--- config.mk ---
export PLATFORM = sky130hd
export DESIGN_NAME = tte_mod
export DESIGN_NICKNAME = d
export VERILOG_FILES = /design/src/rtl/core/tte_mod.sv
export SDC_FILE = /design/constraint.sdc
export NUM_CORES = 1
export LEC_CHECK = 0
export ABC_CLOCK_PERIOD_IN_PS = 7900
export BUFFER_PORTS_ARGS = -buffer_cell sky130_fd_sc_hd__buf_2
export CAP_MARGIN = 20
export CORE_ASPECT_RATIO = 2
export CORE_MARGIN = 4
export CORE_UTILIZATION = 23
export DETAILED_ROUTE_END_ITERATION = 7
export PLACE_DENSITY_LB_ADDON = 0.1
export RECOVER_POWER = 25
export SYNTH_ARGS = -nofsm -noshare
export SYNTH_HDL_FRONTEND = slang
export SYNTH_SLANG_ARGS = --single-unit
--- constraint.sdc ---
create_clock -name clk -period 7.9 [get_ports clk]
set_clock_uncertainty 0.05 [all_clocks]
set_input_delay 0.395 -clock clk [delete_from_list [all_inputs] [get_ports clk]]
set_output_delay 0.395 -clock clk [all_outputs]
set_load 0.03 [all_outputs]
--- src/rtl/core/tte_mod.sv ---
`timescale 1ns / 1ps
// ----------------------------------------------------------------------------
// tte_mod
// Restoring remainder unit: 32-bit numerator modulo a narrow divisor, one
// numerator bit per cycle.
// ----------------------------------------------------------------------------
module tte_mod #(
  parameter int DEN_W = 11
) (
  input  logic             clk,
  input  logic             rst,
  input  logic             start,
  input  logic [31:0]      num,
  input  logic [DEN_W-1:0] den,
  output logic             done,
  output logic [DEN_W-1:0] rem
);

  logic             busy;
  logic [4:0]       cnt;
  logic [31:0]      numsh;
  logic [DEN_W-1:0] den_q;
  logic [DEN_W:0]   part;
  logic [DEN_W:0]   trial;

  // shift in the next numerator bit
  always_comb begin
    trial = {rem, numsh[31]};
  end

  always_comb begin
    part = (trial >= {1'b0, den_q}) ? trial - {1'b0, den_q} : trial;
  end

  always_ff @(posedge clk) begin
    if (rst) begin
      busy <= 1'b0;
      done <= 1'b0;
      cnt  <= '0;
    end else begin
      done <= 1'b0;
      if (start) begin
        busy  <= 1'b1;
        cnt   <= '0;
        numsh <= num;
        den_q <= den;
        rem   <= '0;
      end else if (busy) begin
        rem   <= part[DEN_W-1:0];
        numsh <= {numsh[30:0], 1'b0};
        cnt   <= cnt + 5'd1;
        if (cnt == 5'd31) begin
          busy <= 1'b0;
          done <= 1'b1;
        end
      end
    end
  end

endmodule

; ---- Word level (Yosys, flattened, before mapping)
; Cells that the tools add are included.
; W data, S select, Z words.
[totals]
ff_bits = 61
inputBits = 46
out_inout_bits = 12
elab_cells = 25
[classes]
n_addsub = 2
n_lt_le_gt_ge = 1
n_eq_ne = 1
n_mux = 8
n_bitwise = 2
reduce_logical = 5
[op_table]
columns = cell, count
row1 = $mux W32, 2
row2 = $mux W11, 2
row3 = $ge A12 B11 Y1, 1
row4 = $sub A11 B11 Y11, 1
row5 = $add A5 B1 Y5 const B, 1
row6 = $eq A5 B5 Y1 const B, 1
row7 = $mux W1, 4
row8 = $reduce_and A2 Y1, 2
row9 = $reduce_or A3 Y1, 1
row10 = $not A1 Y1, 2
row11 = $reduce_bool A2 Y1, 1
row12 = $reduce_or A2 Y1, 1

; ---- Logic depth before layout (Yosys ltp)
[depth]
depth_word = 4
mapped_depth = 10
ltp_nobuf = 9

; ---- Worst setup path after synthesis
; Ideal clock, no wire load.
[synth_path]
path_type = input port to flip-flop
startpoint = input start
endpoint = register numsh[0] (enable)
setup_ps = 443
t_arrival_ps = 2902
t_required_ps = 7407
setup_slack_ps = 4505
path_stages = 4
cell_sequence = clkbuf_1 > buf_1 > nor2_1 > nor2_1
[synth_via]
elab_chain_len = 2
[synth_rtl]
columns = item, line_no
row1 = start: declaration, 12  ; input logic start,
row2 = $reduce_bool A2 Y1 (no line), -
row3 = $reduce_and A2 Y1 (no line), -
row4 = end signal: assignment, 45  ; numsh <= num;
row5 = end signal: assignment, 50  ; numsh <= {numsh[30:0], 1'b0};
row6 = end: declaration, 21  ; logic [31:0] numsh;
; Every way passes these cells.
; A chain may end at the register's enable or synchronous reset.

; ---- Worst setup path after layout
[layout_path]
startpoint = input start
endpoint = register numsh[15] (enable)
; The elaborated chain is that of the path after synthesis.

==> impl_metrics.env <==
export IMPL_violations="capacitance limit, slew limit"
export IMPL_die_x_um=89.0
export IMPL_cts_setup_buffers=0
export IMPL_wl_um=7120
export IMPL_antenna_found_initial=0
export IMPL_synth_flop_cell="edfxtp_1"
export IMPL_cts_hold_buf=0
export IMPL_hold_class="in2reg"
export IMPL_cts_resized=0
export IMPL_drv_slew=49
export IMPL_ir_drop_mv=0.109
export IMPL_port_buffers=57
export IMPL_critPathLaunchType="input port"
export IMPL_relSlewSlack_pct=-62.9
export IMPL_critPathSlowestCell="clkbuf_1"
export IMPL_drtAntennaViolNets=0
export IMPL_p_leak_nw=1.44
export IMPL_vias=1901
export IMPL_die_h_um=170
export IMPL_status="complete, but fails checks"
export IMPL_wl_per_cell_um=16.1
export IMPL_die_area_um2=15100
export IMPL_grt_pass1_vias=2151
export IMPL_cap_viol_max_count=1
export IMPL_cts_sinks=61
export IMPL_cts_tree="yes"
export IMPL_avgSynthCellArea_um2=13.5
export IMPL_core_area_um2=12900
export IMPL_ys_ff_latch=61
export IMPL_synthMostInstantiatedCell="edfxtp_1"
export IMPL_path_cells="clkbuf_1 > nor2_1 > nor2_4 > buf_4"
export IMPL_netlist_area_um2=3020
export IMPL_grt_max_degree=49
export IMPL_synthTopCellsByCount="54 x edfxtp_1, 33 x mux2_2, 20 x nor2_1, 16 x inv_1, 13 x ha_1"
export IMPL_min_period_over_period_pct=43.3
export IMPL_synthTopCellsByArea="edfxtp_1 54%, mux2_2 12%, ha_1 5.4%"
export IMPL_finalCriticalPeriod_ns=3.42
export IMPL_ys_types=38
export IMPL_hold_path_startpoint="den[3]"
export IMPL_rows=59
export IMPL_clockBufferDepth=2
export IMPL_ys_seq_area_share_pct=58.4
export IMPL_cts_max_level=3
export IMPL_power_density_nw_per_um2=250
export IMPL_drive_gt1_share_pct=34.3
export IMPL_yosys_area_top_type="edfxtp_1"
export IMPL_syn_nets=284
export IMPL_setup_violations=0
export IMPL_worst_pin_slew_ns=2.44
export IMPL_firstDrtPassIters=4
export IMPL_crit_family="buffers and inverters"
export IMPL_gr_total_overflow=0
export IMPL_filler_cell_count=1333
export IMPL_crit_buf_inv=2
export IMPL_async_flop_share_pct=0
export IMPL_stdcell_count=441
export IMPL_clk_latency_ns=0.32
export IMPL_gp_congestion=0.665
export IMPL_placed_cell_area_um2=3470
export IMPL_r2r_start="rem[8]"
export IMPL_cp_startpoint="start"
export IMPL_synthCells=224
export IMPL_clock_fmax_mhz=292
export IMPL_criticalPathCategory="in2reg"
export IMPL_first_iter_violations=67
export IMPL_track_usage_pct=10.1
export IMPL_area_delta_synth_final_pct=23.7
export IMPL_clk_pin_slew_worst_paths_ns=0.05
export IMPL_crit_fanout=48
export IMPL_ios=58
export IMPL_stdcell_area_um2=3730
export IMPL_cp_end_kind="register"
export IMPL_crit_required_ns=7.83
export IMPL_finalHoldViolCount=0
export IMPL_synth_warnings=0
export IMPL_grt_pass1_wl_um=11100
export IMPL_dp_cells=426
export IMPL_drt_vias_per_instance=4.31
export IMPL_antennaDiodeCount=0
export IMPL_clock_root_buffer="clkbuf_16"
export IMPL_cts_made_buffers=9
export IMPL_slowest_delay_ns=1.71
export IMPL_yosys_area_top_type_share_pct=53.8
export IMPL_arrival_ns=3.35
export IMPL_dpl_hpwl_um=5320
export IMPL_synth_edf_count=54
export IMPL_start_util_pct=23.3
export IMPL_layout_nets=345
export IMPL_setup_tns_ns=0
export IMPL_drc_errors=0
export IMPL_grt_setup_unrepaired="false"
## worst register-to-register path, delay by kind of cell (launching register included)
kind	cells	cell delay, ns
compound gates	3	1.21
fa+ha+maj	1	0.39
flops	1	0.42
mux	1	0.29
simple gates	1	0.06
## worst paths after layout
check,end,slack (ns),depth (start not counted)
setup / recovery,numsh[15],4.48,4
hold / removal,den_q[3],0.20,1
setup reg to reg,rem[4],5.13,6
hold reg to reg,cnt[4],0.45,2
## per-layer routing
layer | vias to the layer above | wire length, µm | global-route usage [%]
met4 | 0 | 125 | 4.60
li1 | 938 | - | -
met3 | 9 | 281 | 2.66
met1 | 922 | 2520 | 9.82
met5 | - | 0 | 0
met2 | 32 | 4200 | 19.0
## cell families (layout without fill, tap and decap cells)
group,Yosys count,after routing,share of synthesized area (%)
adder cells (fa/ha/maj),14,14,6.06
XOR/XNOR,9,9,2.61
AND/OR/NAND/NOR,48,48,8.01
flip-flops,61,61,58.4
buffers and inverters,24,89,3.24
multiplexers,40,40,14.6
AO/OA/AOI/OAI,28,28,7.01
## where the power goes
group	switching (W)	total [W]	internal, W
Clock	0.000130	0.000371	0.000240
Combinational	0.0000952	0.000167	0.0000721
Sequential	0.0000115	0.000393	0.000382
Total	0.000237	0.000931	0.000694
## final cells by class
cell class	count	area (µm²)	area share, %
timing repair buffer	58	277	7.42
clock inverter	3	37.5	1.01
tap	152	190	5.10
inverter	16	60.1	1.61
clock buffer	12	236	6.34
multi-input combinational	139	1170	31.3
sequential	61	1760	47.2
## state kept, by name (all words and copies together) (netlist names)
register and flops:
rem 11, numsh 32, den_q 11, cnt 5, busy 1, done 1
## metrics by stage
stage	hold WS, ns	utilization [%]	setup slack (ns)	power (W)
after floorplan	0.417	-	4.50	0.000522
after global placement	0.433	26.9	5.16	0.000572
after global routing	0.185	28.9	4.01	0.000977
after detailed placement	0.447	26.9	5.13	0.000571
final	0.197	28.9	4.48	0.000931
after CTS	0.181	29.0	5.14	0.000949
## cell usage in the layout, fill, tap and decap left out, types with 5 or more instances in the layout
| cell type | instances |
|---|---|
| clkbuf_1 | 16 |
| mux2_2 | 33 |
| nand2_1 | 6 |
| clkbuf_16 | 9 |
| edfxtp_1 | 54 |
| a21oi_1 | 5 |
| nor2_1 | 19 |
| dfxtp_1 | 7 |
| inv_1 | 16 |
| o21ai_0 | 5 |
| ha_1 | 13 |
| xnor2_1 | 7 |
| mux2i_1 | 7 |
| buf_2 | 44 |
No activity file was read; power rests on OpenSTA's default activity.
