$ cat src/rtl/core/tte_pkg.sv
`timescale 1ns / 1ps
// ----------------------------------------------------------------------------
// tte_pkg
// Codes, character constants and port widths shared by the terminal cell
// engine modules.
// ----------------------------------------------------------------------------
package tte_pkg;

  // item kinds, carried on s_tuser
  localparam logic [3:0] KIND_WRITE   = 4'd0;
  localparam logic [3:0] KIND_BACK    = 4'd1;
  localparam logic [3:0] KIND_DELWORD = 4'd2;
  localparam logic [3:0] KIND_SCROLL  = 4'd3;
  localparam logic [3:0] KIND_MOVEABS = 4'd4;
  localparam logic [3:0] KIND_MOVEREL = 4'd5;
  localparam logic [3:0] KIND_ERASED  = 4'd6;
  localparam logic [3:0] KIND_ERASEL  = 4'd7;
  localparam logic [3:0] KIND_OFFSET  = 4'd8;
  localparam logic [3:0] KIND_RESET   = 4'd9;
  localparam logic [3:0] KIND_READ    = 4'd10;

  // erase modes
  localparam logic [1:0] ERASE_TO_END   = 2'd0;
  localparam logic [1:0] ERASE_TO_CUR   = 2'd1;
  localparam logic [1:0] ERASE_ALL      = 2'd2;
  localparam logic [1:0] ERASE_RESET    = 2'd3;

  // configuration register indexes
  localparam logic [1:0] CFG_ROWS  = 2'd0;
  localparam logic [1:0] CFG_COLS  = 2'd1;
  localparam logic [1:0] CFG_TAB   = 2'd2;
  localparam logic [1:0] CFG_COLOR = 2'd3;

  // register reset values
  localparam logic [5:0] RST_ROWS  = 6'd25;
  localparam logic [7:0] RST_COLS  = 8'd80;
  localparam logic [4:0] RST_TAB   = 5'd8;
  localparam logic [7:0] RST_COLOR = 8'd7;

  // characters
  localparam logic [7:0] CH_SPACE = 8'h20;
  localparam logic [7:0] CH_NL    = 8'h0A;
  localparam logic [7:0] CH_CR    = 8'h0D;
  localparam logic [7:0] CH_TAB   = 8'h09;

  // stream widths
  localparam int IN_DATA_W  = 80;
  localparam int OUT_DATA_W = 40;
  localparam int KIND_W     = 4;
  localparam int CFG_IDX_W  = 2;
  localparam int CFG_DATA_W = 8;

endpackage

$ cat src/rtl/core/tte_ctrl.sv
`timescale 1ns / 1ps
// ----------------------------------------------------------------------------
// tte_ctrl
// Item sequencer of the terminal: cursor and view registers, cell and tab
// mark accesses, row sweeps and the result register.
// ----------------------------------------------------------------------------
module tte_ctrl import tte_pkg::*; #(
  parameter int MAX_ROWS       = 32,
  parameter int MAX_COLS       = 128,
  parameter int HISTORY_FACTOR = 10,
  parameter int DEN_W          = 11,
  parameter int CELL_AW        = 16,
  parameter int MARK_AW        = 12
) (
  input  logic                  clk,
  input  logic                  rst,
  // configuration
  input  logic                  cfg_we,
  input  logic [CFG_IDX_W-1:0]  cfg_index,
  input  logic [CFG_DATA_W-1:0] cfg_wdata,
  // items in
  input  logic                  s_tvalid,
  output logic                  s_tready,
  input  logic [IN_DATA_W-1:0]  s_tdata,
  input  logic [KIND_W-1:0]     s_tuser,
  // results out
  output logic                  m_tvalid,
  input  logic                  m_tready,
  output logic [OUT_DATA_W-1:0] m_tdata,
  // remainder unit
  output logic                  mod_start,
  output logic [31:0]           mod_num,
  output logic [DEN_W-1:0]      mod_den,
  input  logic                  mod_done,
  input  logic [DEN_W-1:0]      mod_rem,
  // cell store
  output logic                  cell_we,
  output logic [CELL_AW-1:0]    cell_addr,
  output logic [15:0]           cell_wdata,
  input  logic [15:0]           cell_rdata,
  // tab marks
  output logic                  tab_we,
  output logic [MARK_AW-1:0]    tab_addr,
  output logic                  tab_wdata,
  input  logic                  tab_rdata
);

  localparam int ROW_W  = $clog2(MAX_ROWS + 1);
  localparam int COL_W  = $clog2(MAX_COLS + 1);
  localparam int RING_W = $clog2(MAX_ROWS * HISTORY_FACTOR + 1);
  localparam int MARK_N = MAX_ROWS * MAX_COLS;

  typedef enum logic [4:0] {
    S_TCLR, S_IDLE, S_DISP, S_MSTART, S_MOD, S_EXEC, S_PUT, S_SWEEP,
    S_TSTART, S_TMOD, S_TABW, S_BS0, S_BS_RD, S_BS_CHK, S_BS_LP, S_BS_LPC,
    S_DW, S_DW_C, S_RD, S_RDC, S_DONE
  } state_t;

  state_t state;
  state_t sw_ret;

  // configuration registers
  logic [5:0] vis_rows;
  logic [7:0] vis_cols;
  logic [4:0] tab_width;
  logic [7:0] def_color;

  // terminal state
  logic [ROW_W-1:0]  cur_row;
  logic [COL_W-1:0]  cur_col;
  logic [6:0]        left_limit;
  logic [31:0]       view_pos;
  logic [31:0]       newest_pos;
  logic [RING_W-1:0] base;
  logic              base_ok;

  // latched item
  logic [3:0]  kind;
  logic [7:0]  ch;
  logic [7:0]  color;
  logic [7:0]  trow;
  logic [7:0]  tcol;
  logic signed [7:0] drow;
  logic signed [7:0] dcol;
  logic [15:0] lines;
  logic        down;
  logic [1:0]  mode;
  logic [6:0]  offset;

  // sweep and loop registers
  logic [ROW_W-1:0]   sw_row;
  logic [COL_W-1:0]   sw_col;
  logic [ROW_W-1:0]   sw_erow;
  logic [COL_W-1:0]   sw_ecol;
  logic [7:0]         sw_color;
  logic [MARK_AW-1:0] tclr_cnt;
  logic               tclr_item;
  logic [4:0]         bs_cnt;
  logic               dw_on;
  logic               dw_two;
  logic [15:0]        cell_val;

  // derived values
  logic [ROW_W-1:0]  rows_n;
  logic [COL_W-1:0]  cols_n;
  logic [4:0]        tab_n;
  logic [RING_W-1:0] ring_n;
  logic [ROW_W-1:0]  row_clamp;
  logic [COL_W-1:0]  col_clamp;
  logic [ROW_W-1:0]  a_row;
  logic [COL_W-1:0]  a_col;
  logic [RING_W:0]   ring_sum;
  logic [RING_W:0]   ring;
  logic [RING_W:0]   base_inc;
  logic              sw_end;
  logic              need_base;
  logic              do_reset;
  logic              is_nl;
  logic              wrap;
  logic [9:0]        tab_sum;
  logic [COL_W-1:0]  tab_stop;
  logic [31:0]       extra;
  logic [31:0]       lo;
  logic [32:0]       req;
  logic [31:0]       view_new;
  logic signed [9:0]  rel_row;
  logic signed [10:0] rel_col;
  logic [ROW_W-1:0]  rel_row_cl;
  logic [COL_W-1:0]  rel_col_cl;
  logic [31:0]       back_diff;
  logic [8:0]        back_sat;
  state_t            bs_ret;

  function automatic logic [ROW_W-1:0] clamp_rows(input logic [5:0] v);
    logic [ROW_W-1:0] r;
    if (v == 6'd0) r = ROW_W'(1);
    else if (32'(v) > MAX_ROWS) r = ROW_W'(MAX_ROWS);
    else r = ROW_W'(v);
    return r;
  endfunction

  function automatic logic [COL_W-1:0] clamp_cols(input logic [7:0] v);
    logic [COL_W-1:0] c;
    if (v < 8'd2) c = COL_W'(2);
    else if (32'(v) > MAX_COLS) c = COL_W'(MAX_COLS);
    else c = COL_W'(v);
    return c;
  endfunction

  // screen geometry in use
  always_comb begin
    rows_n = clamp_rows(vis_rows);
    cols_n = clamp_cols(vis_cols);
    tab_n  = (tab_width == 5'd0) ? 5'd1 : tab_width;
    ring_n = RING_W'(32'(rows_n) * HISTORY_FACTOR);
  end

  // clamped absolute target
  always_comb begin
    row_clamp = (9'(trow) > 9'(rows_n) - 9'd1) ? rows_n - ROW_W'(1) : ROW_W'(trow);
    col_clamp = (9'(tcol) > 9'(cols_n) - 9'd1) ? cols_n - COL_W'(1) : COL_W'(tcol);
  end

  // clamped relative move
  always_comb begin
    rel_row = $signed(10'(cur_row)) + 10'(drow);
    rel_col = $signed(11'(cur_col)) + 11'(dcol);
    if (rel_row < 0) rel_row_cl = '0;
    else if (rel_row > $signed(10'(rows_n)) - 10'sd1) rel_row_cl = rows_n - ROW_W'(1);
    else rel_row_cl = ROW_W'(rel_row);
    if (rel_col < 0) rel_col_cl = '0;
    else if (rel_col > $signed(11'(cols_n)) - 11'sd1) rel_col_cl = cols_n - COL_W'(1);
    else rel_col_cl = COL_W'(rel_col);
  end

  // bounded view scroll
  always_comb begin
    extra = 32'(32'(rows_n) * (HISTORY_FACTOR - 1));
    lo    = (newest_pos > extra) ? newest_pos - extra : 32'd0;
    if (down) req = {1'b0, view_pos} + 33'(lines);
    else if (32'(lines) > view_pos) req = '0;
    else req = {1'b0, view_pos - 32'(lines)};
    if (req < {1'b0, lo}) view_new = lo;
    else if (req > {1'b0, newest_pos}) view_new = newest_pos;
    else view_new = req[31:0];
  end

  // kind decode
  always_comb begin
    case (kind) inside
      KIND_WRITE, KIND_BACK, KIND_DELWORD, KIND_ERASED, KIND_ERASEL, KIND_READ:
        need_base = 1'b1;
      default: need_base = 1'b0;
    endcase
    do_reset = (kind == KIND_RESET) || (kind == KIND_ERASED && mode == ERASE_RESET);
    is_nl    = (ch == CH_NL);
    wrap     = (ch != CH_NL) && (ch != CH_CR) && (ch != CH_TAB) && (cur_col >= cols_n);
  end

  // tab stop from the remainder of cur_col + 1
  always_comb begin
    tab_sum = 10'(cur_col) + 10'd1
            + ((mod_rem[4:0] == 5'd0) ? 10'd0 : 10'(tab_n) - 10'(mod_rem[4:0]));
    tab_stop = (tab_sum > 10'(cols_n) - 10'd1) ? cols_n - COL_W'(1) : COL_W'(tab_sum);
  end

  always_comb begin
    base_inc = (RING_W + 1)'(base) + (RING_W + 1)'(1);
    if (base_inc == (RING_W + 1)'(ring_n)) base_inc = '0;
    sw_end = (sw_row > sw_erow) || (sw_row == sw_erow && sw_col >= sw_ecol);
    bs_ret = dw_on ? S_DW : S_DONE;
  end

  // result fields
  always_comb begin
    back_diff = newest_pos - view_pos;
    back_sat  = (back_diff > 32'd511) ? 9'd511 : back_diff[8:0];
  end

  // memory access position
  always_comb begin
    a_row = cur_row;
    a_col = cur_col;
    unique case (state)
      S_SWEEP, S_RD:          begin a_row = sw_row; a_col = sw_col; end
      S_BS_LP, S_DW, S_TABW:  a_col = cur_col - COL_W'(1);
      default: ;
    endcase
  end

  // ring address and memory controls
  always_comb begin
    ring_sum   = (RING_W + 1)'(base) + (RING_W + 1)'(a_row);
    ring       = (ring_sum >= (RING_W + 1)'(ring_n)) ? ring_sum - (RING_W + 1)'(ring_n)
                                                      : ring_sum;
    cell_addr  = CELL_AW'(ring * MAX_COLS) + CELL_AW'(a_col);
    cell_we    = 1'b0;
    cell_wdata = {color, CH_SPACE};
    tab_addr   = MARK_AW'(32'(a_row) * MAX_COLS + 32'(a_col));
    tab_we     = 1'b0;
    tab_wdata  = 1'b0;
    unique case (state)
      S_PUT: begin
        cell_we    = 1'b1;
        cell_wdata = {color, ch};
      end
      S_SWEEP: begin
        cell_we    = !sw_end && (sw_col < cols_n);
        cell_wdata = {sw_color, CH_SPACE};
      end
      S_BS_CHK: begin
        cell_we = !tab_rdata;
        tab_we  = tab_rdata;
      end
      S_TABW: begin
        tab_we    = 1'b1;
        tab_wdata = 1'b1;
      end
      S_TCLR: begin
        tab_addr = tclr_cnt;
        tab_we   = 1'b1;
      end
      default: ;
    endcase
  end

  // remainder unit requests
  always_comb begin
    mod_start = (state == S_MSTART) || (state == S_TSTART);
    if (state == S_TSTART) begin
      mod_num = 32'(cur_col) + 32'd1;
      mod_den = DEN_W'(tab_n);
    end else begin
      mod_num = view_pos;
      mod_den = DEN_W'(ring_n);
    end
  end

  assign s_tready = (state == S_IDLE);

  // sequencer
  always_ff @(posedge clk) begin
    if (rst) begin
      state      <= S_TCLR;
      sw_ret     <= S_DONE;
      tclr_cnt   <= '0;
      tclr_item  <= 1'b0;
      vis_rows   <= RST_ROWS;
      vis_cols   <= RST_COLS;
      tab_width  <= RST_TAB;
      def_color  <= RST_COLOR;
      cur_row    <= '0;
      cur_col    <= '0;
      left_limit <= '0;
      view_pos   <= '0;
      newest_pos <= '0;
      base       <= '0;
      base_ok    <= 1'b1;
      dw_on      <= 1'b0;
      dw_two     <= 1'b0;
      m_tvalid   <= 1'b0;
    end else begin
      if (m_tvalid && m_tready) m_tvalid <= 1'b0;
      unique case (state)
        S_TCLR: begin
          if (tclr_cnt == MARK_AW'(MARK_N - 1)) begin
            state <= tclr_item ? S_SWEEP : S_IDLE;
          end else begin
            tclr_cnt <= tclr_cnt + MARK_AW'(1);
          end
        end
        S_IDLE: begin
          if (s_tvalid) begin
            kind     <= s_tuser;
            ch       <= s_tdata[7:0];
            color    <= s_tdata[15:8];
            trow     <= s_tdata[23:16];
            tcol     <= s_tdata[31:24];
            drow     <= s_tdata[39:32];
            dcol     <= s_tdata[47:40];
            lines    <= s_tdata[63:48];
            down     <= s_tdata[64];
            mode     <= s_tdata[66:65];
            offset   <= s_tdata[73:67];
            cell_val <= '0;
            state    <= S_DISP;
          end
        end
        S_DISP: begin
          if (kind == KIND_WRITE && view_pos != newest_pos) begin
            view_pos <= newest_pos;
            base_ok  <= 1'b0;
            state    <= S_MSTART;
          end else if (need_base) begin
            state <= base_ok ? S_EXEC : S_MSTART;
          end else begin
            state <= S_DONE;
            case (kind)
              KIND_SCROLL: begin
                if (view_new != view_pos) base_ok <= 1'b0;
                view_pos <= view_new;
              end
              KIND_MOVEABS: begin
                cur_row <= row_clamp;
                cur_col <= col_clamp;
              end
              KIND_MOVEREL: begin
                cur_row <= rel_row_cl;
                cur_col <= rel_col_cl;
              end
              KIND_OFFSET: left_limit <= offset;
              KIND_RESET:  state <= S_EXEC;
              default: ;
            endcase
          end
        end
        S_MSTART: state <= S_MOD;
        S_MOD: begin
          if (mod_done) begin
            base    <= RING_W'(mod_rem);
            base_ok <= 1'b1;
            state   <= S_EXEC;
          end
        end
        S_EXEC: begin
          state    <= S_DONE;
          sw_color <= def_color;
          sw_ret   <= S_DONE;
          if (do_reset) begin
            cur_row    <= '0;
            cur_col    <= '0;
            view_pos   <= '0;
            newest_pos <= '0;
            base       <= '0;
            base_ok    <= 1'b1;
            sw_row     <= '0;
            sw_col     <= '0;
            sw_erow    <= rows_n - ROW_W'(1);
            sw_ecol    <= cols_n;
            tclr_cnt   <= '0;
            tclr_item  <= 1'b1;
            state      <= S_TCLR;
          end else begin
            case (kind)
              KIND_WRITE: begin
                if (is_nl || wrap) begin
                  if (wrap) cur_col <= '0;
                  left_limit <= '0;
                  if ((ROW_W + 1)'(cur_row) + (ROW_W + 1)'(1) < (ROW_W + 1)'(rows_n)) begin
                    cur_row <= cur_row + ROW_W'(1);
                    state   <= is_nl ? S_DONE : S_PUT;
                  end else begin
                    newest_pos <= newest_pos + 32'd1;
                    view_pos   <= newest_pos + 32'd1;
                    base       <= RING_W'(base_inc);
                    sw_row     <= rows_n - ROW_W'(1);
                    sw_col     <= '0;
                    sw_erow    <= rows_n - ROW_W'(1);
                    sw_ecol    <= cols_n;
                    sw_color   <= color;
                    sw_ret     <= is_nl ? S_DONE : S_PUT;
                    state      <= S_SWEEP;
                  end
                end else if (ch == CH_CR) begin
                  cur_col <= '0;
                end else if (ch == CH_TAB) begin
                  state <= S_TSTART;
                end else begin
                  state <= S_PUT;
                end
              end
              KIND_BACK: begin
                dw_on <= 1'b0;
                state <= S_BS0;
              end
              KIND_DELWORD: begin
                dw_on  <= 1'b1;
                dw_two <= 1'b0;
                state  <= S_DW;
              end
              KIND_ERASED: begin
                state   <= S_SWEEP;
                sw_row  <= '0;
                sw_col  <= '0;
                sw_erow <= rows_n - ROW_W'(1);
                sw_ecol <= cols_n;
                if (mode == ERASE_TO_END) begin
                  sw_row <= cur_row;
                  sw_col <= cur_col;
                end else if (mode == ERASE_TO_CUR) begin
                  sw_erow <= cur_row;
                  sw_ecol <= cur_col;
                end
              end
              KIND_ERASEL: begin
                sw_row  <= cur_row;
                sw_erow <= cur_row;
                sw_col  <= (mode == ERASE_TO_END) ? cur_col : COL_W'(0);
                sw_ecol <= (mode == ERASE_TO_CUR) ? cur_col : cols_n;
                if (mode != ERASE_RESET) state <= S_SWEEP;
              end
              KIND_READ: begin
                sw_row <= row_clamp;
                sw_col <= col_clamp;
                state  <= S_RD;
              end
              default: ;
            endcase
          end
        end
        S_PUT: begin
          cur_col <= cur_col + COL_W'(1);
          state   <= S_DONE;
        end
        S_SWEEP: begin
          if (sw_end) begin
            state <= sw_ret;
          end else if (sw_col >= cols_n) begin
            sw_row <= sw_row + ROW_W'(1);
            sw_col <= '0;
          end else begin
            sw_col <= sw_col + COL_W'(1);
          end
        end
        S_TSTART: state <= S_TMOD;
        S_TMOD: begin
          if (mod_done) begin
            cur_col <= tab_stop;
            state   <= S_TABW;
          end
        end
        S_TABW: state <= S_DONE;
        S_BS0: begin
          if (cur_col == '0 || 9'(cur_col) <= 9'(left_limit)) begin
            state <= S_DONE;
          end else begin
            cur_col <= cur_col - COL_W'(1);
            state   <= S_BS_RD;
          end
        end
        S_BS_RD: state <= S_BS_CHK;
        S_BS_CHK: begin
          if (!tab_rdata) begin
            state <= bs_ret;
          end else begin
            bs_cnt <= '0;
            state  <= S_BS_LP;
          end
        end
        S_BS_LP: begin
          if (bs_cnt == tab_n || cur_col == '0 || 9'(cur_col) == 9'(left_limit)) begin
            state <= bs_ret;
          end else begin
            state <= S_BS_LPC;
          end
        end
        S_BS_LPC: begin
          if (tab_rdata || cell_rdata[7:0] != CH_SPACE) begin
            state <= bs_ret;
          end else begin
            cur_col <= cur_col - COL_W'(1);
            bs_cnt  <= bs_cnt + 5'd1;
            state   <= S_BS_LP;
          end
        end
        S_DW: state <= (cur_col == '0) ? S_DONE : S_DW_C;
        S_DW_C: begin
          if (!dw_two) begin
            if (cell_rdata[7:0] != CH_SPACE) begin
              dw_two <= 1'b1;
              state  <= S_DW;
            end else begin
              state <= S_BS0;
            end
          end else begin
            state <= (cell_rdata[7:0] == CH_SPACE) ? S_DONE : S_BS0;
          end
        end
        S_RD:  state <= S_RDC;
        S_RDC: begin
          cell_val <= cell_rdata;
          state    <= S_DONE;
        end
        S_DONE: begin
          if (!m_tvalid || m_tready) begin
            m_tvalid        <= 1'b1;
            m_tdata         <= '0;
            m_tdata[4:0]    <= 5'(cur_row);
            m_tdata[12:5]   <= 8'(cur_col);
            m_tdata[13]     <= (view_pos == newest_pos);
            m_tdata[22:14]  <= back_sat;
            m_tdata[38:23]  <= cell_val;
            state           <= S_IDLE;
          end
        end
        default: state <= S_IDLE;
      endcase

      // configuration writes; to be made by the user only while idle, not enforced
      if (cfg_we) begin
        unique case (cfg_index)
          CFG_ROWS: begin
            vis_rows <= cfg_wdata[5:0];
            base_ok  <= 1'b0;
            if (cur_row > clamp_rows(cfg_wdata[5:0]) - ROW_W'(1)) begin
              cur_row <= clamp_rows(cfg_wdata[5:0]) - ROW_W'(1);
            end
          end
          CFG_COLS: begin
            vis_cols <= cfg_wdata;
            if (cur_col > clamp_cols(cfg_wdata)) cur_col <= clamp_cols(cfg_wdata);
          end
          CFG_TAB:   tab_width <= cfg_wdata[4:0];
          CFG_COLOR: def_color <= cfg_wdata;
        endcase
      end
    end
  end

  // cursor row stays on the screen between items, the column at most one past it
  a_row_in: assert property (@(posedge clk) disable iff (rst)
    (state == S_IDLE) |-> (cur_row < rows_n))
    else $error("cursor row outside screen");

  a_col_in: assert property (@(posedge clk) disable iff (rst)
    (state == S_IDLE) |-> (cur_col <= cols_n))
    else $error("cursor column beyond screen");

  // no store writes while waiting for an item
  a_idle_quiet: assert property (@(posedge clk) disable iff (rst)
    (state == S_IDLE) |-> (!cell_we && !tab_we))
    else $error("memory write while idle");

  // remainder results only arrive when awaited
  a_mod_done: assert property (@(posedge clk) disable iff (rst)
    mod_done |-> (state == S_MOD || state == S_TMOD))
    else $error("unexpected remainder result");

endmodule
$ cat config.mk
export PLATFORM = sky130hd
export DESIGN_NAME = tte_ctrl
export DESIGN_NICKNAME = d
export VERILOG_FILES = /design/src/rtl/core/tte_pkg.sv /design/src/rtl/core/tte_ctrl.sv
export SDC_FILE = /design/constraint.sdc
export NUM_CORES = 2
export LEC_CHECK = 0
export ABC_AREA = 0
export BUFFER_PORTS_ARGS = -buffer_cell sky130_fd_sc_hd__buf_2
export CAP_MARGIN = 20
export CORE_UTILIZATION = 50
export DETAILED_ROUTE_END_ITERATION = 8
export GPL_ROUTABILITY_DRIVEN = 0
export PLACE_DENSITY_LB_ADDON = 0.2
export SYNTH_ARGS = -nofsm -noshare
export SYNTH_HDL_FRONTEND = slang
export SYNTH_SLANG_ARGS = --single-unit
$ cat constraint.sdc
create_clock -name clk -period 7.03 [get_ports clk]
set_clock_uncertainty 0.1 [all_clocks]
set_input_delay 0 -clock clk [delete_from_list [all_inputs] [get_ports clk]]
set_output_delay 0 -clock clk [all_outputs]
set_load 0.02 [all_outputs]
# After elaboration in Yosys (flattened, before gate mapping)
# Index checks and enable logic that the tools add are counted.
# word_totals
ramBits	0
mem_count	0
regBits	322
latchBits	0
elab_cells	433
mem_bits_ro	0
# classes
n_addsub	33
n_mul	2
n_reduce_logical	67
eq_ne	83
shifts	0
order_cmp	28
muxes	180
div_mod_pow	0
n_bitwise	2
# ops
operator	count
$mux W32	12
$mux W8	39
$mux W6	33
$mux W5	29
$pmux W5 S19	1
$mux W9	8
$ne A32 B32 Y1	2
$pmux W16 S2	2
$pmux W32 S2	1
$pmux W8 S2	3
$pmux W8 S3	2
$pmux W8 S6	1
$mux W7	6
$ne A2 B2 Y1 const B	21
$eq A5 B4 Y1 const B	8
$mux W12	3
$pmux W6 S2	3
$add A32 B16 Y33	1
$gt A33 B32 Y1	1
$lt A33 B32 Y1	1
$mux W33	1
$add A32 B1 Y32 const B	1
$eq A32 B32 Y1	1
$gt A16 B32 Y1	1
100 further kinds	214

# Logic depth before layout (Yosys ltp)
# logic_depth
depth_word	16
depth_mapped	34
depth_no_buf	31

# Worst setup path before layout
# OpenSTA, ideal clock, no wires.
# synth_path
kind	reg-to-reg
startpoint	register vis_rows[1]
endpoint	register base_ok
stages_incl_launch_ff	30
n_path_buf	4
t_arrival_ps	6652
setup_time_ps	87
path_slack_ps	191
cell_sequence	dfxtp_1 > nor4_1 > nor2_1 > nor2_1 > ha_1 > ha_1 > inv_1 > fa_1 > xor2_1 > ha_1 > nand4_1 > a21oi_1 > o21ai_1 > o21ai_1 > clkbuf_1 > clkbuf_1 > o21ai_0 > ha_1 > and3_1 > a221o_1 > a32o_1 > o211ai_1 > and4b_1 > and3_4 > buf_2 > buf_2 > o21bai_1 > a2111oi_0 > nand4_1 > o31ai_1
# synth_between
elab_chain_len	16
# synth_rtl
element	line_no	text
from (decl)	tte_ctrl.sv:63	logic [5:0] vis_rows;
from (signal assigned)	tte_ctrl.sv:543	vis_rows <= cfg_wdata[5:0];
$gt A6 B6 Y1	tte_ctrl.sv:137	else if (32'(v) > MAX_ROWS) r = ROW_W'(MAX_ROWS);
$mux W6	tte_ctrl.sv:137	
$mux W6 (*)	tte_ctrl.sv:136	if (v == 6'd0) r = ROW_W'(1);
$mul A6 B4 Y10 (*)	tte_ctrl.sv:178	extra = 32'(32'(rows_n) * (HISTORY_FACTOR - 1));
$sub A32 B10 Y32 or $gt A32 B10 Y1 (tied branches)	tte_ctrl.sv:179	lo = (newest_pos > extra) ? newest_pos - extra : 32'd0;
$mux W32 (*)	tte_ctrl.sv:179	
$lt A33 B32 Y1	tte_ctrl.sv:183	if (req < {1'b0, lo}) view_new = lo;
$mux W32 (*)	tte_ctrl.sv:183	
$ne A32 B32 Y1 (*)	tte_ctrl.sv:340	if (view_new != view_pos) base_ok <= 1'b0;
$mux W1 (*)	tte_ctrl.sv:340	
$mux W1 (*)	tte_ctrl.sv:338	case (kind)
$mux W1 (*)	tte_ctrl.sv:334	end else if (need_base) begin
$mux W1 (*)	tte_ctrl.sv:330	if (kind == KIND_WRITE && view_pos != newest_pos) begin
$pmux W1 S3 (*)	tte_ctrl.sv:304	unique case (state)
$mux W1	tte_ctrl.sv:541	unique case (cfg_index)
$mux W1 (*)	tte_ctrl.sv:540	if (cfg_we) begin
to (signal assigned)	tte_ctrl.sv:332	base_ok <= 1'b0;
to (signal assigned)	tte_ctrl.sv:340	
to (signal assigned)	tte_ctrl.sv:544	base_ok <= 1'b0;
to (decl)	tte_ctrl.sv:75	logic base_ok;
# Mark *: on every way between the ends. The rest lies on a longest branch, timed or not.
# A chain may end at the register's enable or synchronous reset.

# Worst setup path after layout
# layout_path
startpoint	register lines[12]
endpoint	register base_ok
# layout_between
elab_chain_len	14
# layout_rtl
element	line_no	text
from (decl)	tte_ctrl.sv:85	logic [15:0] lines;
from (signal assigned)	tte_ctrl.sv:321	lines <= s_tdata[63:48];
$sub A32 B16 Y32 or $gt A16 B32 Y1 (tied branches)	tte_ctrl.sv:182, tte_ctrl.sv:181	
$mux W32	tte_ctrl.sv:181	else if (32'(lines) > view_pos) req = '0;
$mux W33 (*)	tte_ctrl.sv:180	if (down) req = {1'b0, view_pos} + 33'(lines);
$gt A33 B32 Y1	tte_ctrl.sv:184	else if (req > {1'b0, newest_pos}) view_new = newest_pos;
$mux W32	tte_ctrl.sv:184	
$mux W32 (*)	tte_ctrl.sv:183	
$ne A32 B32 Y1 (*)	tte_ctrl.sv:340	
$mux W1 (*)	tte_ctrl.sv:340	
$mux W1 (*)	tte_ctrl.sv:338	
$mux W1 (*)	tte_ctrl.sv:334	
$mux W1 (*)	tte_ctrl.sv:330	
$pmux W1 S3 (*)	tte_ctrl.sv:304	
$mux W1	tte_ctrl.sv:541	
$mux W1 (*)	tte_ctrl.sv:540	
# Marks and branches as above.

==> key figures <==
Run status
  • Status: finished, final reports clean

Die
  • Horiz. Die Dim: 247 um
  • Area of the core: 0.0590 sq mm
  • FP Rows: 89
  • Initial Utilization: 50.7%
  • Die Y-Extent: 247 um
  • IO Pins: 261
  • Die area: 0.0608 sq mm

Setup path
  • CP endpoint kind: flop
  • Worst R2R Path Depth: 24
  • CP arrival: 7.28 ns
  • Crit Path Class: reg -> reg
  • Startpoint types: flop
  • Reg2reg start: lines[12]$_DFFE_PP_
  • Internal reg-to-reg setup slack: 0.16 ns
  • Worst EP required: 7.44 ns
  • CP Max Fanout: 11
  • Reg2Reg Capture Point: base_ok$_SDFF_PP1_

Global routing
  • First-pass GRT wire length: 182000 um
  • Vias in the first global route: 29900
  • Initial antenna violation count: 6
  • Pin count of the biggest net entering global routing: 73
  • GR Overflow Total: 0
  • GRT Total Usage: 39.7%

Worst hold path
  • Hold EP: dcol[0]$_DFFE_PP_
  • Hold Path Depth: 2
  • Worst min path class: in -> reg
  • Hold Path Origin: s_tdata[40]

Clocking
  • CTS tree: yes
  • Clk root buf: clkbuf_16
  • Skew-Pair Late Insertion Delay: 0.61 ns
  • Reg clk slew, reported paths: 0.06 ns
  • Clock buffer depth: 3
  • Sink Count: 319
  • H-tree depth: 2
  • Num CTS Buffers: 40

Detailed routing
  • Vias: 32400
  • Avg Vias per Cell: 6.46
  • WL per Instance: 24.5 um
  • Post-DRT Antenna Nets: 0
  • WL final: 123000 um
  • Drt initial violations: 4158
  • Router iterations before antenna repair: 7
  • Post-route DRC: 0

Run
  • Max-cap violations: 0

Logic synthesis
  • Synth warn: 0
  • Synth area leaders: edfxtp_1 (17%), ha_1 (13%), dfxtp_1 (9.7%)
  • Part of the Yosys area used for sequential elements: 27.2%
  • Post-synth ARST share: 0%
  • Commonest cells in the netlist: nor2_1 (369), nand2_1 (343), ha_1 (313)
  • Synth cell types: 96
  • Top-count cell post-synth: nor2_1
  • Mapped cell area: 0.0299 sq mm
  • Mapped Cells: 3731
  • Top cell type's share of synthesized area: 17.5%
  • Syn avg cell area: 8.02 sq um
  • Cell taking the most area after synthesis: edfxtp_1
  • Most used DFF post-synth: edfxtp_1
  • FF+latch count, synth: 319
  • EDFF count, synth: 174

Power
  • Final total power: 0.00991 W
  • Lkg Pwr: 15.4 nW
  • Peak supply drop: 324 uV
  • Power per cell area: 273 mW/mm^2

Placement
  • Placed Cells: 4745
  • Post-DP HPWL: 88700 um
  • Pre-CTS setup slack: 0.0829 ns
  • Port Buf Inserts: 249

Timing
  • Final worst slack: 0.158 ns
  • Worst Tran Pin Value: 1.26 ns
  • Slew Limit Headroom: 15.7%
  • Hold Vio Cnt, Final: 0
  • Final min period: 6.87 ns
  • FMAX: 0.146 GHz
  • Setup tns final: 0 ns
  • Finish-stage setup viols: 0
  • Fin. max-slew vios: 0
  • Hold_ws: 0.00913 ns
  • Tcrit/Tclk final: 97.7%

Cells and area
  • Final cell count without fillers: 5020
  • Area delta synth->final: 21.6%
  • Nets: 4669
  • Layout cells sized above 1: 14.9%
## logic make-up (layout without fill, tap and decap cells)
group / Yosys count / after routing / share of synthesized area (%)
other: 2 / 12 / 0.0251
flip-flops: 319 / 319 / 27.2
adder cells (fa/ha/maj): 325 / 325 / 13.9
AO/OA/AOI/OAI: 1073 / 1073 / 23.6
multiplexers: 85 / 85 / 2.96
AND/OR/NAND/NOR: 1309 / 1310 / 21.0
buffers and inverters: 416 / 921 / 5.35
XOR/XNOR: 202 / 202 / 5.92
## layout make-up
type / count / area, sq um
clock buffers: 56 / 1110
clock inverters: 15 / 233
repair buffers: 626 / 4570
inverters: 224 / 841
flip-flops and latches: 319 / 8130
multi-input cells: 3005 / 20500
well taps: 773 / 967
fillers: 5276 / 22700
diodes: 2 / 5.00
## how the worst max path moves through the flow
stage / startpoint / endpoint / slack, ns / cells past startpoint
after global placement: lines[12]$_DFFE_PP_ / base_ok$_SDFF_PP1_ / 0.14 / 25
after floorplan: vis_rows[1]$_SDFFE_PP0P_ / base_ok$_SDFF_PP1_ / 0.19 / 29
after global routing: vis_rows[1]$_SDFFE_PP0P_ / base_ok$_SDFF_PP1_ / -0.03 / 30
after CTS: state[3]$_SDFFE_PP0P_ / cell_addr[15] / 0.03 / 31
after detailed placement: vis_rows[1]$_SDFFE_PP0P_ / base_ok$_SDFF_PP1_ / 0.08 / 32
final: lines[12]$_DFFE_PP_ / base_ok$_SDFF_PP1_ / 0.16 / 24
## placed cells by master, fill, tap and decap left out, types with 89 or more instances in the layout
cell type,n
xnor2_1,132
buf_2,250
nand3_1,132
o21ai_0,206
buf_4,190
dlygate4sd3_1,179
edfxtp_1,174
dfxtp_1,144
nor3_1,89
ha_1,311
nand2_1,340
nor2_1,360
a21oi_1,265
inv_1,216
## worst max-delay path, cell delays in order (launching register included)
cell and delay, ns:
edfxtp_1 0.38, inv_1 0.06, ha_1 0.39, or4_1 0.61, or4b_1 0.60, a211oi_2 0.31
or3_4 0.25, nand2_1 0.09, o32ai_1 0.23, mux2i_1 0.17, ha_1 0.35, nand4_1 0.20
nor4_1 0.49, buf_4 0.23, a2bb2oi_1 0.09, o21ai_1 0.26, nand2_2 0.22, buf_4 0.20
buf_4 0.14, or3_1 0.31, nand3_1 0.10, nand4_1 0.20, o31ai_1 0.39, nand4_1 0.16
o31ai_2 0.27
## per-layer routing
| metal | vias to the layer above | global-route usage, % | wire (um) |
|---|---|---|---|
| met5 | - | 1.31 | 52 |
| met4 | 8 | 31.6 | 11600 |
| met3 | 633 | 12.5 | 13700 |
| met2 | 2102 | 60.6 | 53400 |
| met1 | 15000 | 45.8 | 44100 |
| li1 | 14800 | - | - |
## repair_timing
action	in CTS	in global routing
hold buffers	179	0
pin swaps	0	21
setup buffers	0	17
cloned	0	1
resized for setup	4	62
endpoints found under the hold margin	177	0
endpoints found under the setup margin	3	28
## sequential cells by signal, summed over array words and instances, names as in the netlist, 7 cells and up
signal	count
left_limit	7
cur_col	8
tcol	8
cell_val	16
view_pos	32
vis_cols	8
sw_col	8
trow	8
offset	7
newest_pos	32
tclr_cnt	12
sw_ecol	8
ch	8
def_color	8
drow	8
dcol	8
m_tdata	39
color	8
sw_color	8
base	9
lines	16
## stage by stage
step / area, sq um / utilization, %
6_report: 36400 / 61.6
5_1_grt: 36400 / 61.6
4_1_cts: 36000 / 60.9
3_5_place_dp: 32800 / 55.6
3_3_place_gp: 32800 / 55.6
2_1_floorplan: 29900 / -
## power breakdown
part           leakage, nW  switching, W  internal [W]
registers             2.78     0.0000472       0.00208
clock network        0.655      0.000911       0.00126
logic                 12.0       0.00319       0.00242
total                 15.4       0.00415       0.00577
Power figures use the tool's default switching activity.
